### config.mk
export PLATFORM = sky130hd
export DESIGN_NAME = mjq_fifo
export DESIGN_NICKNAME = d
export VERILOG_FILES = /design/src/sv/mjq_pkg.sv /design/src/sv/mjq_fifo.sv
export SDC_FILE = /design/constraint.sdc
export NUM_CORES = 2
export LEC_CHECK = 0
export BUFFER_PORTS_ARGS = -buffer_cell sky130_fd_sc_hd__buf_2
export CAP_MARGIN = 15
export CORE_AREA = 2 2 673 675
export DETAILED_ROUTE_END_ITERATION = 12
export DIE_AREA = 0 0 675 677
export GPL_ROUTABILITY_DRIVEN = 0
export GPL_TIMING_DRIVEN = 1
export HOLD_SLACK_MARGIN = 0.05
export PLACE_DENSITY_LB_ADDON = 0.15
export SLEW_MARGIN = 20
export SYNTH_ARGS = -nofsm -noshare
export SYNTH_HDL_FRONTEND = slang
export SYNTH_SLANG_ARGS = --single-unit
### constraint.sdc
create_clock -name aclk -period 32.4 [get_ports aclk]
set_input_delay 6.48 -clock aclk [delete_from_list [all_inputs] [get_ports aclk]]
set_output_delay 6.48 -clock aclk [all_outputs]
set_load 0.005 [all_outputs]
### src/sv/mjq_pkg.sv
// mjq_pkg: widths, constants and shared types for the quintic coefficient solver
// used by every module of the block; depends on nothing

package mjq_pkg;

    localparam int DATA_W     = 32;
    localparam int DUR_W      = 24;
    localparam int IN_W       = 6 * DATA_W + DUR_W;
    localparam int OUT_W      = 6 * DATA_W;
    localparam int X_W        = 84;
    localparam int M_W        = 88;
    localparam int MAG_W      = 136;
    localparam int DEN_W      = 120;
    localparam int REM_W      = DEN_W + 1;
    localparam int QUO_W      = 32;
    localparam int DIV_STEPS  = QUO_W;
    localparam int FIFO_DEPTH = 4;
    localparam int FIFO_AW    = 2;
    localparam int SH3        = 15;
    localparam int SH4        = 31;
    localparam int SH5        = 47;

    localparam logic [DATA_W-1:0] POS_LIMIT = 32'h7FFF_FFFF;
    localparam logic [DATA_W-1:0] NEG_LIMIT = 32'h8000_0000;

    typedef struct packed {
        logic [DATA_W-1:0] coef0;
        logic [DATA_W-1:0] coef1;
        logic [DATA_W-1:0] coef2;
        logic              nz;
    } side_t;

    typedef struct packed {
        logic             neg;
        logic [MAG_W-1:0] mag;
        logic [DEN_W-1:0] den;
    } div_in_t;

    typedef struct packed {
        side_t         side;
        div_in_t [2:0] div;
    } job_t;

    typedef struct packed {
        logic [REM_W-1:0] rem;
        logic [QUO_W-1:0] quo;
        logic [QUO_W-1:0] low;
        logic [DEN_W-1:0] den;
        logic             neg;
        logic             ovf;
    } div_stage_t;

    typedef struct packed {
        logic [DATA_W-1:0] value;
        logic              sat;
    } div_out_t;

endpackage

### src/sv/mjq_fifo.sv
// mjq_fifo: short register queue of solve jobs between front and back
// uses mjq_pkg for the job type

module mjq_fifo (
    input  logic          aclk,
    input  logic          aresetn,
    input  logic          push,
    input  mjq_pkg::job_t din,
    output logic          full,
    input  logic          pop,
    output mjq_pkg::job_t dout,
    output logic          empty
);

    mjq_pkg::job_t mem_reg [mjq_pkg::FIFO_DEPTH];
    logic [mjq_pkg::FIFO_AW-1:0] wr_ptr_reg, rd_ptr_reg;
    logic [mjq_pkg::FIFO_AW:0]   count_reg;

    assign full  = (count_reg == (mjq_pkg::FIFO_AW+1)'(mjq_pkg::FIFO_DEPTH));
    assign empty = (count_reg == '0);
    assign dout  = mem_reg[rd_ptr_reg];

    always_ff @(posedge aclk) begin
        if (!aresetn) begin
            wr_ptr_reg <= '0;
            rd_ptr_reg <= '0;
            count_reg  <= '0;
        end else begin
            if (push) begin
                wr_ptr_reg <= wr_ptr_reg + 1'b1;
            end
            if (pop) begin
                rd_ptr_reg <= rd_ptr_reg + 1'b1;
            end
            if (push && !pop) begin
                count_reg <= count_reg + 1'b1;
            end else if (pop && !push) begin
                count_reg <= count_reg - 1'b1;
            end
        end
    end

    always_ff @(posedge aclk) begin
        if (push) begin
            mem_reg[wr_ptr_reg] <= din;
        end
    end

endmodule

Yosys cells after proc, flatten, opt, wreduce, memory -nomap -nowiden

Memory sizes are Yosys's and may differ from the RTL's. A register that Yosys moved wholly into a read port is not among the register bits.
Index checks and enable logic that the tools add are counted.

Reductions and logical operators: 6
Mux-type cells: 6
Equal/unequal tests: 1
Add/sub/neg operators: 4

Operators by type and width:

| operator              | number |
|---|---|
| $mux W3               | 2 |
| $add A2 B1 Y2 const B | 2 |
| $mux W2               | 2 |
| $add A3 B1 Y3 const B | 1 |
| $eq A3 B3 Y1 const B  | 1 |
| $logic_not A3 Y1      | 1 |
| $sub A3 B1 Y3 const B | 1 |
| $logic_and A1 B1 Y1   | 2 |
| $logic_not A1 Y1      | 2 |
| $mux W1               | 2 |
| $reduce_bool A2 Y1    | 1 |

Memory bits (writable): 3472
Output and inout port bits: 870
Bits in registers: 7
Memories: 1
Logic and storage cells: 21

Memories:

| name    | depth | bits a word | read ports | clocked after Yosys merged registers in | wr ports | line           | RTL |
|---|---|---|---|---|---|---|---|
| mem_reg | 4     | 868         | 1          | 1                                       | 1        | mjq_fifo.sv:15 | `mjq_pkg::job_t mem_reg [mjq_pkg::FIFO_DEPTH];` |

Longest topological paths before layout

Depth in word-level cells: 4
Gate-level depth with buffers: 7
Gate-level depth less buffers: 7

Least setup slack after synthesis

Ideal clock, no wire load.

Kind: input to register
Start point: in push
End point: mem mem_reg[0][0] (netlist bit), enable pin
Setup slack: 5.146 ns
Library setup time: 1.348 ns
Arrival: 25.906 ns
Cell stages on the path: 1
Required time: 31.052 ns
Path through: and2_1

Word-level cells in the longest chain between the ends: 2

RTL lines:

| element                       | line           | RTL |
|---|---|---|
| from (decl)                   | mjq_fifo.sv:7  | `input logic push,` |
| $mux W1                       | mjq_fifo.sv:44 | `if (push) begin` |
| $mux W1 (not written as such) | mjq_fifo.sv:45 | `mem_reg[wr_ptr_reg] <= din;` |
| to (decl)                     | mjq_fifo.sv:15 |  |

No other way between the ends.

==> flow_summary_export.csv <==
group,metric,value,unit
setup_path,rr_worst_depth,8,
clocking,clkLatencyLatePin,0.94,ns
placed_design,dp_hpwl,272000,um
setup_path,critPathLaunchType,"register",
synth,synth_seq_cells,3481,
global_route,grt_max_degree,128,
power_and_ir_drop,cellPowerDensity,68.3,nW/um^2
synth,synth-edff-count,3472,
cells_and_area,multi_input_area,19800,sq um
cells_and_area,design_area,154000,sq um
sta,fin_crit_sh,42.3,%
synth,synth_area_leader_cell,"edfxtp_1",
setup_path,cp-end-kind,"output pin",
clocking,cts_inserted_buffers,392,
synth,synthesis.nets,5455,
global_route,gr-total-overflow,0,
hold_path,min_path_cells,2,
setup_path,required,25.92,ns
clocking,clockRootBuffer,"clkbuf_16",
job,cap_violations,0,
power_and_ir_drop,pwr-share-comb,9.6,%
setup_path,critPathKind,"register to output pin",
detailed_routing,antenna_left,0,
setup_path,cp_max_fo,90,
setup_path,worst_ep_arrival_time,7.24,ns
power_and_ir_drop,clock_power_share,40.7,%
cells_and_area,largest_register_ffs,3472,
synth,ys.flop_type,"edfxtp_1",
power_and_ir_drop,p_int,8.07,mW
power_and_ir_drop,power_switching_share,23.3,%
floorplan,fp.dieW,675,um
cells_and_area,area_growth,22.6,%
power_and_ir_drop,peakVddDrop,0.0458,mV
power_and_ir_drop,leakage,50.3,nW
sta,fmax,72.9,MHz
synth,synth_common_cells,"edfxtp_1 (3472), mux4_2 (868), buf_2 (93), buf_6 (59), buf_4 (20)",
sta,hold_viol_final,0,
sta,relSlewSlack,27.8,%
floorplan,core,451000,sq um
global_route,grt_first_pass_wirelength,530000,um
placed_design,placed_area,141000,sq um
global_route,grt_pass1_vias,61800,
synth,avgSynthCellArea,27.4,sq um
sta,worst_pin_slew,1.08,ns
clocking,htreeDepth,5,
hold_path,hold_class,"register to register",
synth,synth.most_common_cell,"edfxtp_1",
cells_and_area,drive_gt1_share,46.7,%
detailed_routing,first_pass_iters,7,
cells_and_area,seqCellArea,104000,sq um
clocking,cts.sinks,3481,
detailed_routing,drt_iter0_markers,4431,
sta,fin_hold_ws,0.542,ns
clocking,post_cts_resized,0,
floorplan,rows,247,
clocking,cts_setup_buffers,0,
sta,setup-tns-final,0,ns
floorplan,pin_count,1742,
synth,synth_area_leaders,"edfxtp_1 (83%), mux4_2 (16%), buf_6 (0.53%)",
clocking,clk_pin_slew,0.05,ns
sta,fin_crit,13.72,ns
global_route,antenna_found_initial,382,
synth,netlist_instances,4577,
power_and_ir_drop,p_switching,2.45,mW
clocking,clock_tree.buffer_depth,4,
cells_and_area,fillerInstances,42400,
sta,finalSetupViolCount,0,
cells_and_area,nNetsFinal,7485,
power_and_ir_drop,power_frac_seq,49.7,%
detailed_routing,vias_per_cell,4.57,
synth,synth_cell_type_count,22,
synth,synth_top_area_share,83.0,%
sta,rsz0062_at_grt,"no",
detailed_routing,routedWlPerCell,30.2,um
clocking,cts_tree,"done",
synth,syn_area,126000,sq um
floorplan,die-height,677,um
floorplan,floorplan.initialDensity,27.9,%
sta,drv_slew,0,
status,status,"completed",
synth,yosysSeqAreaShare,83.1,%
sta,clock_skew,0.0810,ns
floorplan,die-area,457000,sq um
detailed_routing,drc,0,
detailed_routing,vias,59300,
synth,ys_async_sr_fraction,0,%
cells_and_area,layout.core_utilization,34.2,%
global_route,track_usage,16.7,%
synth,ys_warn_count,0,
placed_design,io_buffers,1741,
detailed_routing,wl,393000,um
clocking,postCtsHoldBufs,0,
[worst max-delay path, stage by stage (launching register included)]
cell and delay, ns:
dfxtp_4 0.71, buf_12 0.54, buf_4 0.81, buf_4 0.65, buf_4 0.78, buf_4 0.74
buf_4 0.84, mux4_2 0.60, buf_2 0.16
[worst paths after layout]
kind | slack, ns | end | startpoint
worst max-delay path | 18.68 | dout[281] | register
worst min-delay path | 0.54 | count_reg[2] | count_reg[2]
worst max register to register | 26.62 | mem_reg[0][382] | wr_ptr_reg[1]
worst min register to register | 0.54 | count_reg[2] | count_reg[2]
[power by group through the flow]
stage          clock network, mW  logic (mW)  registers (mW)
6_report                    4.28        1.01            5.23
5_1_grt                     4.57        1.07            5.24
4_1_cts                     4.41        1.05            5.23
3_5_place_dp                   0        1.04            5.32
3_3_place_gp                   0        1.04            5.31
2_1_floorplan                  0       0.480            5.50
[layout by cell type, fill, tap and decap left out, types with 7 or more instances in the layout]
master / count
buf_4: 73
dfxtp_1: 7
bufinv_16: 29
clkbuf_16: 395
edfxtp_1: 3472
clkinvlp_4: 11
buf_12: 16
diode_2: 92
clkbuf_1: 78
buf_2: 1741
clkinv_2: 67
mux4_2: 868
clkinv_1: 106
clkinv_16: 12
[kinds of logic (layout without fill, tap and decap cells)]
kind of cell / after synthesis / count (layout) / synth area share [%]
other cells: 0 / 92 / 0
simple gates: 15 / 15 / 0.0727
mux: 870 / 870 / 15.6
buf+inv: 198 / 2550 / 1.10
xor+xnor: 5 / 5 / 0.0349
compound gates: 2 / 2 / 0.00996
fa+ha+maj: 6 / 6 / 0.0657
flops: 3481 / 3481 / 83.1
[per-layer routing]
| layer | global-route usage, % | wire length, um |
|---|---|---|
| met1 | 18.5 | 142000 |
| met2 | 29.0 | 201000 |
| met3 | 6.39 | 34200 |
| met4 | 5.65 | 14700 |
| met5 | 0 | 1130 |
[metrics by stage]
stage / std cells / setup slack, ns / power, mW
after floorplan: 4577 / 5.15 / 5.98
final: 13000 / 18.68 / 10.5
after detailed placement: 12200 / 19.22 / 6.37
after CTS: 12900 / 18.16 / 10.7
after global placement: 12200 / 19.21 / 6.35
after global routing: 12900 / 17.79 / 10.9
[area by class of cell]
| class | count | share of cell area, % |
|---|---|---|
| Antenna cell | 92 | 0.149 |
| Clock buffer | 473 | 6.61 |
| Clock inverter | 243 | 1.49 |
| Inverter | 4 | 0.00975 |
| Multi-Input combinational cell | 898 | 12.9 |
| Sequential cell | 3481 | 67.8 |
| Tap cell | 5976 | 4.85 |
| Timing Repair Buffer | 1830 | 6.22 |
(Power assumes the default switching activity.)
